<file path="config.mk">
export PLATFORM = sky130hd
export DESIGN_NAME = priority_interval_task_scheduler
export DESIGN_NICKNAME = d
export VERILOG_FILES = /design/src/hdl/pits_pkg.sv /design/src/hdl/pits_slot_mem.sv /design/src/hdl/pits_cmp.sv /design/src/hdl/priority_interval_task_scheduler.sv
export SDC_FILE = /design/constraint.sdc
export NUM_CORES = 1
export LEC_CHECK = 0
export BUFFER_PORTS_ARGS = -buffer_cell sky130_fd_sc_hd__buf_4
export CELL_PAD_IN_SITES_DETAIL_PLACEMENT = 1
export CELL_PAD_IN_SITES_GLOBAL_PLACEMENT = 1
export CORE_ASPECT_RATIO = 0.8
export CORE_UTILIZATION = 58
export DETAILED_ROUTE_END_ITERATION = 12
export GPL_TIMING_DRIVEN = 0
export PLACE_DENSITY = 0.83
export SLEW_MARGIN = 5
export SYNTH_ARGS = -nofsm -noshare
export SYNTH_HDL_FRONTEND = slang
export SYNTH_HIERARCHICAL = 1
export SYNTH_SLANG_ARGS = --single-unit
</file>
<file path="constraint.sdc">
create_clock -name i_clk -period 13.5 [get_ports i_clk]
set_input_delay 0.675 -clock i_clk [delete_from_list [all_inputs] [get_ports i_clk]]
set_output_delay 0.675 -clock i_clk [all_outputs]
set_load 0.02 [all_outputs]
</file>
<file path="src/hdl/pits_pkg.sv">
// Shared types and constants for the priority interval task scheduler.
// No dependencies; used by every module under hdl/.
`default_nettype none

package pits_pkg;

    localparam int SLOTS_DEF = 8;

    // Priority values at or above this limit are refused on add.
    localparam logic [7:0] PRIO_LIMIT = 8'hFE;

    // Command codes.
    localparam logic [1:0] CMD_ADD  = 2'd0;
    localparam logic [1:0] CMD_TICK = 2'd1;
    localparam logic [1:0] CMD_POLL = 2'd2;

    // Result kinds.
    localparam logic [1:0] KIND_ADD  = 2'd0;
    localparam logic [1:0] KIND_DUE  = 2'd1;
    localparam logic [1:0] KIND_NONE = 2'd2;

    // Configuration register indexes.
    localparam logic CFG_IDLE_EN = 1'b0;
    localparam logic CFG_IDLE_ID = 1'b1;

    // One table entry.
    typedef struct packed {
        logic [7:0]  id;
        logic [7:0]  prio;
        logic [15:0] interval;
        logic [31:0] run_stamp;
    } t_slot;

    typedef enum logic [2:0] {
        ST_IDLE,
        ST_ADD_SCAN,
        ST_ADD_PUT,
        ST_ADD_RESP,
        ST_POLL_EV,
        ST_POLL_IDLE,
        ST_POLL_LAST
    } t_state;

    // Operation of the shared compare unit.
    typedef enum logic {
        CMP_DUE,    // elapsed time reached interval
        CMP_AFTER   // stored priority sorts after the request
    } t_cmp_op;

endpackage

`default_nettype wire

</file>
<file path="src/hdl/pits_slot_mem.sv">
// Task table storage: one write port, one registered read port.
// Depends on pits_pkg (t_slot).
`default_nettype none

module pits_slot_mem #(
    parameter int SLOTS = pits_pkg::SLOTS_DEF,
    localparam int AW   = $clog2(SLOTS)
) (
    input  wire logic            i_clk,
    input  wire logic            i_wr_en,
    input  wire logic [AW-1:0]   i_wr_addr,
    input  wire pits_pkg::t_slot i_wr_data,
    input  wire logic            i_rd_en,
    input  wire logic [AW-1:0]   i_rd_addr,
    output pits_pkg::t_slot      o_rd_data
);

    pits_pkg::t_slot r_mem [SLOTS];
    pits_pkg::t_slot r_rd_data;

    always_ff @(posedge i_clk) begin
        if (i_wr_en) begin
            r_mem[i_wr_addr] <= i_wr_data;
        end
    end

    // Read data holds while no read is issued; the sequencer relies on that.
    always_ff @(posedge i_clk) begin
        if (i_rd_en) begin
            r_rd_data <= r_mem[i_rd_addr];
        end
    end

    assign o_rd_data = r_rd_data;

endmodule

`default_nettype wire

</file>
<file path="src/hdl/pits_cmp.sv">
// Shared compare unit: due test for poll, ordering test for insert.
// Depends on pits_pkg (t_slot, t_cmp_op).
`default_nettype none

module pits_cmp (
    input  wire pits_pkg::t_cmp_op i_op,
    input  wire pits_pkg::t_slot   i_slot,
    input  wire logic [31:0]       i_ms,
    input  wire logic [7:0]        i_prio,
    output logic                   o_hit
);

    logic [31:0] elapsed;

    // Wrapping elapsed time, modulo 2^32.
    assign elapsed = i_ms - i_slot.run_stamp;

    always_comb begin
        case (i_op)
            pits_pkg::CMP_DUE:   o_hit = elapsed >= {16'b0, i_slot.interval};
            pits_pkg::CMP_AFTER: o_hit = i_slot.prio > i_prio;
            default:             o_hit = 1'b0;
        endcase
    end

endmodule

`default_nettype wire

</file>
<file path="src/hdl/priority_interval_task_scheduler.sv">
// Priority interval task scheduler: command sequencer, tick counter, output register.
// Depends on pits_pkg, pits_slot_mem and pits_cmp.
//
// Keeps up to SLOTS periodic tasks sorted by priority (lower first, equal
// priorities in arrival order) and serves three commands: add, tick, poll.
// One item is taken at a time; o_in_stall is high while a command is being
// worked. A tick gives no result. A rejected add (table full counting the
// idle slot, priority 254 or more, zero interval) moves no entries; its
// status is registered once the output register is free. An accepted add
// walks the table from the top down, moving each entry that sorts after
// the new task up by one slot. A poll reads one entry per cycle through the
// single table read port, pausing while a held due result cannot be pushed
// out to make room for the next, and emits every due task, then the idle
// task if enabled and it holds a slot, or one "nothing due" result;
// last_of_run marks the final result of the item.
// One due result is held back until the next is known, so the run end can
// be flagged; a stalled output register stretches the poll accordingly.
// The output side is registered, so a waiting result does not block a
// tick or a reject decision. Configuration writes land at once and are
// expected only while the block is idle. Table contents are not cleared on
// reset; only entries below the task count are ever read.
`default_nettype none

module priority_interval_task_scheduler #(
    parameter int SLOTS = pits_pkg::SLOTS_DEF,
    localparam int AW   = $clog2(SLOTS),
    localparam int CW   = $clog2(SLOTS + 1)
) (
    input  wire logic        i_clk,
    input  wire logic        i_rst_n,
    // config port
    input  wire logic        i_cfg_we,
    input  wire logic        i_cfg_idx,
    input  wire logic [7:0]  i_cfg_wdata,
    // command channel
    input  wire logic        i_in_valid,
    output logic             o_in_stall,
    input  wire logic [1:0]  i_command,
    input  wire logic [7:0]  i_task_id,
    input  wire logic [7:0]  i_priority_req,
    input  wire logic [15:0] i_interval,
    // result channel
    output logic             o_out_valid,
    input  wire logic        i_out_stall,
    output logic [1:0]       o_result_kind,
    output logic             o_accepted,
    output logic [7:0]       o_due_id,
    output logic             o_last_of_run
);

    localparam logic [CW:0]   FULL_LIM = (CW + 1)'(SLOTS);
    localparam logic [CW-1:0] SLOTS_C  = CW'(SLOTS);

    // Control state
    pits_pkg::t_state r_state, n_state;
    logic [AW-1:0]    r_idx, n_idx;
    logic [CW-1:0]    r_count, n_count;
    logic [31:0]      r_ms, n_ms;
    logic             r_idle_en;
    logic [7:0]       r_idle_id;
    logic             r_pend_v, n_pend_v;
    logic [7:0]       r_pend_id, n_pend_id;
    logic             r_out_v, n_out_v;

    // Latched command payload
    logic [7:0]       r_task_id, n_task_id;
    logic [7:0]       r_prio, n_prio;
    logic [15:0]      r_interval, n_interval;
    logic             r_acc, n_acc;

    // Output payload
    logic [1:0]       r_out_kind, n_out_kind;
    logic             r_out_acc, n_out_acc;
    logic [7:0]       r_out_id, n_out_id;
    logic             r_out_last, n_out_last;

    // Table and compare unit hookup
    logic             mem_wr_en, mem_rd_en;
    logic [AW-1:0]    mem_wr_addr, mem_rd_addr;
    pits_pkg::t_slot  mem_wr_data, mem_rd_data, new_slot, moved_slot, stamped_slot;
    pits_pkg::t_cmp_op cmp_op;
    logic             cmp_hit;

    // Shared conditions
    logic             in_acc, out_free, reject, is_last, has_idle, ev_block;
    logic [CW-1:0]    idx_p1;

    pits_slot_mem #(.SLOTS(SLOTS)) u_mem (
        .i_clk     (i_clk),
        .i_wr_en   (mem_wr_en),
        .i_wr_addr (mem_wr_addr),
        .i_wr_data (mem_wr_data),
        .i_rd_en   (mem_rd_en),
        .i_rd_addr (mem_rd_addr),
        .o_rd_data (mem_rd_data)
    );

    assign cmp_op = (r_state == pits_pkg::ST_POLL_EV) ? pits_pkg::CMP_DUE
                                                       : pits_pkg::CMP_AFTER;

    pits_cmp u_cmp (
        .i_op   (cmp_op),
        .i_slot (mem_rd_data),
        .i_ms   (r_ms),
        .i_prio (r_prio),
        .o_hit  (cmp_hit)
    );

    assign o_in_stall = (r_state != pits_pkg::ST_IDLE);
    assign in_acc     = i_in_valid && !o_in_stall;
    assign out_free   = !r_out_v || !i_out_stall;

    // Idle task holds a slot, so it counts toward the full check.
    assign reject = (({1'b0, r_count} + (CW + 1)'(r_idle_en)) >= FULL_LIM)
                 || (i_priority_req >= pits_pkg::PRIO_LIMIT)
                 || (i_interval == 16'd0);

    assign idx_p1   = CW'(r_idx) + CW'(1);
    assign is_last  = (idx_p1 >= r_count);
    assign has_idle = r_idle_en && (r_count < SLOTS_C);
    // A second due task needs the held one pushed out first.
    assign ev_block = cmp_hit && r_pend_v && !out_free;

    always_comb begin
        new_slot          = '0;
        new_slot.id       = r_task_id;
        new_slot.prio     = r_prio;
        new_slot.interval = r_interval;
        moved_slot        = mem_rd_data;
        stamped_slot      = mem_rd_data;
        stamped_slot.run_stamp = r_ms;
    end

    // Next state
    always_comb begin
        n_state = r_state;
        case (r_state)
            pits_pkg::ST_IDLE: begin
                if (in_acc) begin
                    case (i_command)
                        pits_pkg::CMD_ADD: begin
                            if (reject) begin
                                n_state = pits_pkg::ST_ADD_RESP;
                            end else if (r_count == '0) begin
                                n_state = pits_pkg::ST_ADD_PUT;
                            end else begin
                                n_state = pits_pkg::ST_ADD_SCAN;
                            end
                        end
                        pits_pkg::CMD_POLL: begin
                            n_state = (r_count == '0) ? pits_pkg::ST_POLL_IDLE
                                                      : pits_pkg::ST_POLL_EV;
                        end
                        default: n_state = pits_pkg::ST_IDLE;
                    endcase
                end
            end
            pits_pkg::ST_ADD_SCAN: begin
                if (!cmp_hit) begin
                    n_state = pits_pkg::ST_ADD_RESP;
                end else if (r_idx == '0) begin
                    n_state = pits_pkg::ST_ADD_PUT;
                end
            end
            pits_pkg::ST_ADD_PUT: n_state = pits_pkg::ST_ADD_RESP;
            pits_pkg::ST_ADD_RESP: begin
                if (out_free) begin
                    n_state = pits_pkg::ST_IDLE;
                end
            end
            pits_pkg::ST_POLL_EV: begin
                if (!ev_block && is_last) begin
                    n_state = pits_pkg::ST_POLL_IDLE;
                end
            end
            pits_pkg::ST_POLL_IDLE: begin
                if (!has_idle || !r_pend_v || out_free) begin
                    n_state = pits_pkg::ST_POLL_LAST;
                end
            end
            pits_pkg::ST_POLL_LAST: begin
                if (out_free) begin
                    n_state = pits_pkg::ST_IDLE;
                end
            end
            default: n_state = pits_pkg::ST_IDLE;
        endcase
    end

    // Datapath, table access and result register loads
    always_comb begin
        n_idx      = r_idx;
        n_count    = r_count;
        n_ms       = r_ms;
        n_pend_v   = r_pend_v;
        n_pend_id  = r_pend_id;
        n_task_id  = r_task_id;
        n_prio     = r_prio;
        n_interval = r_interval;
        n_acc      = r_acc;
        n_out_v    = r_out_v && i_out_stall;
        n_out_kind = r_out_kind;
        n_out_acc  = r_out_acc;
        n_out_id   = r_out_id;
        n_out_last = r_out_last;

        mem_wr_en   = 1'b0;
        mem_wr_addr = r_idx;
        mem_wr_data = new_slot;
        mem_rd_en   = 1'b0;
        mem_rd_addr = r_idx;

        case (r_state)
            pits_pkg::ST_IDLE: begin
                if (in_acc) begin
                    n_task_id  = i_task_id;
                    n_prio     = i_priority_req;
                    n_interval = i_interval;
                    n_acc      = !reject;
                    n_pend_v   = 1'b0;
                    case (i_command)
                        pits_pkg::CMD_ADD: begin
                            // Walk starts at the top entry.
                            n_idx       = AW'(r_count - CW'(1));
                            mem_rd_addr = AW'(r_count - CW'(1));
                            mem_rd_en   = !reject && (r_count != '0);
                            if (r_count == '0) begin
                                n_idx = '0;
                            end
                        end
                        pits_pkg::CMD_TICK: n_ms = r_ms + 32'd1;
                        pits_pkg::CMD_POLL: begin
                            n_idx       = '0;
                            mem_rd_addr = '0;
                            mem_rd_en   = (r_count != '0);
                        end
                        default: ;
                    endcase
                end
            end
            pits_pkg::ST_ADD_SCAN: begin
                mem_wr_en   = 1'b1;
                mem_wr_addr = AW'(idx_p1);
                if (cmp_hit) begin
                    // Entry sorts after the new task: move it up one slot.
                    mem_wr_data = moved_slot;
                    if (r_idx != '0) begin
                        n_idx       = r_idx - AW'(1);
                        mem_rd_en   = 1'b1;
                        mem_rd_addr = r_idx - AW'(1);
                    end
                end else begin
                    mem_wr_data = new_slot;
                    n_count     = r_count + CW'(1);
                end
            end
            pits_pkg::ST_ADD_PUT: begin
                mem_wr_en   = 1'b1;
                mem_wr_addr = '0;
                mem_wr_data = new_slot;
                n_count     = r_count + CW'(1);
            end
            pits_pkg::ST_ADD_RESP: begin
                if (out_free) begin
                    n_out_v    = 1'b1;
                    n_out_kind = pits_pkg::KIND_ADD;
                    n_out_acc  = r_acc;
                    n_out_id   = '0;
                    n_out_last = 1'b1;
                end
            end
            pits_pkg::ST_POLL_EV: begin
                if (!ev_block) begin
                    if (cmp_hit) begin
                        mem_wr_en   = 1'b1;
                        mem_wr_addr = r_idx;
                        mem_wr_data = stamped_slot;
                        if (r_pend_v) begin
                            n_out_v    = 1'b1;
                            n_out_kind = pits_pkg::KIND_DUE;
                            n_out_acc  = 1'b0;
                            n_out_id   = r_pend_id;
                            n_out_last = 1'b0;
                        end
                        n_pend_v  = 1'b1;
                        n_pend_id = mem_rd_data.id;
                    end
                    if (!is_last) begin
                        n_idx       = AW'(idx_p1);
                        mem_rd_en   = 1'b1;
                        mem_rd_addr = AW'(idx_p1);
                    end
                end
            end
            pits_pkg::ST_POLL_IDLE: begin
                if (has_idle && (!r_pend_v || out_free)) begin
                    if (r_pend_v) begin
                        n_out_v    = 1'b1;
                        n_out_kind = pits_pkg::KIND_DUE;
                        n_out_acc  = 1'b0;
                        n_out_id   = r_pend_id;
                        n_out_last = 1'b0;
                    end
                    n_pend_v  = 1'b1;
                    n_pend_id = r_idle_id;
                end
            end
            pits_pkg::ST_POLL_LAST: begin
                if (out_free) begin
                    n_out_v    = 1'b1;
                    n_out_kind = r_pend_v ? pits_pkg::KIND_DUE : pits_pkg::KIND_NONE;
                    n_out_acc  = 1'b0;
                    n_out_id   = r_pend_v ? r_pend_id : 8'd0;
                    n_out_last = 1'b1;
                    n_pend_v   = 1'b0;
                end
            end
            default: ;
        endcase
    end

    always_ff @(posedge i_clk) begin
        if (!i_rst_n) begin
            r_state   <= pits_pkg::ST_IDLE;
            r_count   <= '0;
            r_ms      <= '0;
            r_idle_en <= 1'b0;
            r_idle_id <= '0;
            r_pend_v  <= 1'b0;
            r_out_v   <= 1'b0;
        end else begin
            r_state  <= n_state;
            r_count  <= n_count;
            r_ms     <= n_ms;
            r_pend_v <= n_pend_v;
            r_out_v  <= n_out_v;
            if (i_cfg_we) begin
                case (i_cfg_idx)
                    pits_pkg::CFG_IDLE_EN: r_idle_en <= i_cfg_wdata[0];
                    pits_pkg::CFG_IDLE_ID: r_idle_id <= i_cfg_wdata;
                    default: ;
                endcase
            end
        end
    end

    always_ff @(posedge i_clk) begin
        r_idx      <= n_idx;
        r_pend_id  <= n_pend_id;
        r_task_id  <= n_task_id;
        r_prio     <= n_prio;
        r_interval <= n_interval;
        r_acc      <= n_acc;
        r_out_kind <= n_out_kind;
        r_out_acc  <= n_out_acc;
        r_out_id   <= n_out_id;
        r_out_last <= n_out_last;
    end

    assign o_out_valid   = r_out_v;
    assign o_result_kind = r_out_kind;
    assign o_accepted    = r_out_acc;
    assign o_due_id      = r_out_id;
    assign o_last_of_run = r_out_last;

endmodule

`default_nettype wire

</file>
==> tab_implementation.tex <==
\begin{tabular}{lr}
\hline
Metric & Value \\
\hline
\multicolumn{2}{l}{\textbf{Drt}} \\
\quad Residual DRC count & 0 \\
\quad Via count & 16,989 \\
\quad First-iteration detailed-routing DRC count & 1,648 \\
\quad Antenna Nets Post-Route & 0 \\
\quad Average wire per cell in the routed design & 30.2 microns \\
\quad Detailed-router iteration count before antenna repair & 5 \\
\quad Detail-routed via count per cell & 6.51 \\
\quad Wirelength, routed & 78,800 microns \\
\multicolumn{2}{l}{\textbf{Synth}} \\
\quad Number of distinct library cell variants in the gate-level netlist after synthesis & 82 \\
\quad Synthesized instance count & 1,714 \\
\quad Number of enable flip-flop cells after synthesis & 632 \\
\quad Yosys reg bits & 682 \\
\quad Mapped Area & 29,400 sq um \\
\quad Post-synth ARST share & 0\% \\
\quad YS warnings & 6 \\
\quad Prevailing post-synth register cell & edfxtp\_1 \\
\quad Part of the Yosys area used for sequential elements & 68.0\% \\
\quad Mean area per synthesized cell & 17.1 sq um \\
\quad Post-Synthesis Net Count & 1,831 \\
\multicolumn{2}{l}{\textbf{Floorplanning}} \\
\quad Number of primary I/O pins & 62 \\
\quad Width of the chip & 254 microns \\
\quad Number of rows created at floorplan & 73 \\
\quad Core region area & 49,900 sq um \\
\quad Die height & 203 microns \\
\quad Overall die area & 51,600 sq um \\
\quad Initial Util & 58.9\% \\
\multicolumn{2}{l}{\textbf{Setup path}} \\
\quad Category of the worst setup path launch point & register \\
\quad Top fanout value on the critical path & 10 \\
\quad Source of the critical timing path & r\_ms[1]\$\_SDFFE\_PN0P\_ \\
\quad Data required time of the critical path & 13,810 ps \\
\quad Kind of end point of the critical path & register \\
\quad Worst reg2reg startpoint & r\_ms[1]\$\_SDFFE\_PN0P\_ \\
\quad Critical Path AT & 8040 ps \\
\quad Most frequent cell on the critical path & nand4\_1 \\
\quad Worst Reg2Reg Path Length in Cells & 26 \\
\quad Number of buffer and inverter stages on the critical path & 6 \\
\quad Family of cells with the greatest summed delay on the critical path & simple AND/OR/NAND/NOR gates \\
\quad Slowest cell delay on critical path & 920 ps \\
\quad Slowest cell on crit path & nor3\_2 \\
\quad Reg2reg end & u\_mem/r\_mem[0][29]\$\_DFFE\_PP\_ \\
\quad Worst R2R Setup Slack & 5770 ps \\
\quad Worst setup path category & reg2reg \\
\multicolumn{2}{l}{\textbf{Clocking}} \\
\quad Root Buffer Master & clkbuf\_16 \\
\quad Sinks on the clock net & 682 \\
\quad Maximum number of buffers from clock root to sink & 3 \\
\quad Insertion delay of the later-clocked pin in the worst-skew pair & 620 ps \\
\quad CTS buffer count & 67 \\
\quad Post-CTS Hold Fix Bufs & 0 \\
\quad Resized Gates After CTS & 0 \\
\quad H-Tree Level Count & 3 \\
\quad Clock slew at reported path FFs & 70 ps \\
\quad Clock tree from TritonCTS & yes \\
\quad Setup fix buffers added after clock tree synthesis & 0 \\
\multicolumn{2}{l}{\textbf{Global route}} \\
\quad Antenna violations before repair & 1 \\
\quad Global-route wire length before repair & 118,000 microns \\
\quad Global-route usage over all layers & 31.6\% \\
\quad Number of global-route vias before repair & 18,178 \\
\quad Remaining global-route overflow & 0 \\
\quad Largest net degree at the start of global routing & 29 \\
\multicolumn{2}{l}{\textbf{Power and ir drop}} \\
\quad Post-layout power & 0.00847 W \\
\quad Power density over the cells & 251 nW/um\^{}2 \\
\quad Peak supply drop & 0.000169 V \\
\quad Total leakage power & 11.7 nW \\
\multicolumn{2}{l}{\textbf{Finish}} \\
\quad Post-Layout Inst Area & 33,700 sq um \\
\quad Multi-input gate area in the final layout & 8780 sq um \\
\quad Final non-filler cell total & 2,611 \\
\quad Share of cells above drive strength 1 & 25.7\% \\
\quad Number of filler cells placed in the layout & 4,256 \\
\quad Share of the core filled with cells in the final layout & 67.6\% \\
\quad Final \#Nets & 1,998 \\
\quad Area Overhead vs Synth & 14.7\% \\
\quad Area taken by flip-flops and latches & 20,000 sq um \\
\multicolumn{2}{l}{\textbf{Timing}} \\
\quad Setup repair after global routing missed its margin & false \\
\quad Relative slew slack & 24.7\% \\
\quad Minimum hold slack & 239 ps \\
\quad Max-slew violation total from the final report & 0 \\
\quad Timing-limited maximum frequency & 129 MHz \\
\quad Time the worst path needs with I/O delays and setup & 7730 ps \\
\quad Max Clock Skew & 28.8 ps \\
\quad Final hold violation count & 0 \\
\quad Final worst-path cycle share & 57.2\% \\
\quad Setup violation total in the final timing report & 0 \\
\quad Slew at the pin with the worst max-slew slack & 1120 ps \\
\multicolumn{2}{l}{\textbf{Worst hold path}} \\
\quad Worst hold-check path type & in2reg \\
\quad Count of cells along the worst hold path & 1 \\
\quad Sink of the worst hold path & r\_prio[2]\$\_DFFE\_PP\_ \\
\quad Hold wc startpoint & i\_priority\_req[2] \\
\multicolumn{2}{l}{\textbf{Flow run}} \\
\quad Max-cap viol count & 0 \\
\multicolumn{2}{l}{\textbf{Placed design}} \\
\quad Routability congestion estimate & 0.912 \\
\quad Total of buffers placed on input and output ports & 58 \\
\quad Detail Placement HPWL & 51,500 microns \\
\quad Number of instances in the placed design & 2,487 \\
\quad DP Area & 31,400 sq um \\
\multicolumn{2}{l}{\textbf{Status}} \\
\quad Outcome & finished, final reports clean \\
\hline
\end{tabular}
-- cells by family after synthesis --
logic type      count (synthesis)  share of synthesized area [%]
compound gates                216                           5.34
xor+xnor                       56                           1.67
simple gates                  303                           5.65
fa+ha+maj                      69                           2.96
mux                           239                           14.0
flops                         682                           68.0
buf+inv                       149                           2.34
-- power by group --
group          switching [W]  internal [W]  leakage (nW)
Clock               0.000814       0.00115          1.11
Combinational        0.00189       0.00149          4.42
Sequential          0.000157       0.00297          6.22
Total                0.00286       0.00560          11.7
-- flip-flops by register name (all words and copies together) (netlist names), 2 cells and up --
name	flops
r_task_id	8
r_prio	8
o_result_kind	2
r_interval	16
o_due_id	8
r_count	4
r_pend_id	8
u_mem/o_rd_data	64
r_ms	32
u_mem/r_mem	512
r_idle_id	8
r_state	3
r_idx	3
-- cells in the final DEF, fill, tap and decap left out, types with 49 or more instances in the layout --
cell and instances:
inv_1 77, mux2_2 104, clkbuf_1 49, edfxtp_1 632, mux4_2 128, nand2_1 64
buf_4 70, ha_1 68, clkbuf_16 70, dfxtp_1 50
-- cell type report --
type                       count  area share [%]
sequential                   682            59.3
clock buffer                  84            5.36
timing repair buffer          98            3.34
buffer                        71            1.17
tap                          675            2.51
clock inverter                39            1.40
antenna                        1         0.00743
multi-input combinational    883            26.1
inverter                      78           0.869
-- metal layers --
layer	vias up	wire, microns	GRT usage, %
met4	0	2890	12.3
met5	-	0	0
met3	176	6290	6.66
met2	828	37900	50.6
met1	8855	31700	42.9
li1	7130	-	-
-- how the worst max path moves through the flow --
| stage | cells after the start | end | slack, ps |
|---|---|---|---|
| global placement | 24 | u_mem/r_mem[0][28]$_DFFE_PP_ | -1450 |
| floorplan | 24 | u_mem/r_mem[0][0]$_DFFE_PP_ | 4720 |
| detailed placement | 27 | u_mem/r_mem[0][29]$_DFFE_PP_ | 6080 |
| CTS | 26 | u_mem/r_mem[0][29]$_DFFE_PP_ | 5870 |
| global route | 26 | u_mem/r_mem[4][28]$_DFFE_PP_ | 5550 |
| finish | 26 | u_mem/r_mem[0][29]$_DFFE_PP_ | 5770 |
-- cells in the mapped netlist, drive strengths merged, types with 3 or more instances --
master | number | share of area (%)
a211oi | 6 | 0.17
a21boi | 14 | 0.36
a21o | 15 | 0.39
a21oi | 50 | 0.88
a221o | 4 | 0.14
a22o | 34 | 1.0
a31oi | 9 | 0.24
and2 | 36 | 0.77
and3 | 23 | 0.50
and4 | 7 | 0.21
buf | 36 | 0.89
clkbuf | 35 | 0.45
dfxtp | 50 | 3.4
edfxtp | 632 | 65
ha | 68 | 2.9
inv | 78 | 1.0
mux2 | 104 | 4.0
mux2i | 7 | 0.24
mux4 | 128 | 9.8
nand2 | 65 | 0.84
nand2b | 14 | 0.30
nand3 | 37 | 0.63
nand3b | 3 | 0.077
nand4 | 18 | 0.38
nor2 | 46 | 0.59
nor2b | 11 | 0.23
nor3 | 17 | 0.36
nor3b | 6 | 0.15
nor4 | 8 | 0.29
o2111ai | 3 | 0.089
o211ai | 8 | 0.22
o21a | 7 | 0.20
o21ai | 36 | 0.63
o21bai | 4 | 0.14
o31ai | 3 | 0.077
or2 | 5 | 0.11
or3 | 4 | 0.10
xnor2 | 31 | 0.92
xor2 | 25 | 0.75
-- metrics by stage --
step / TNS, ps / worst slack, ps
after floorplan: 0 / 4720
final: 0 / 5770
after global routing: 0 / 5550
after CTS: 0 / 5870
after detailed placement: 0 / 6080
after global placement: -178030 / -1450
Note: power is estimated with default switching activity, not from simulation.
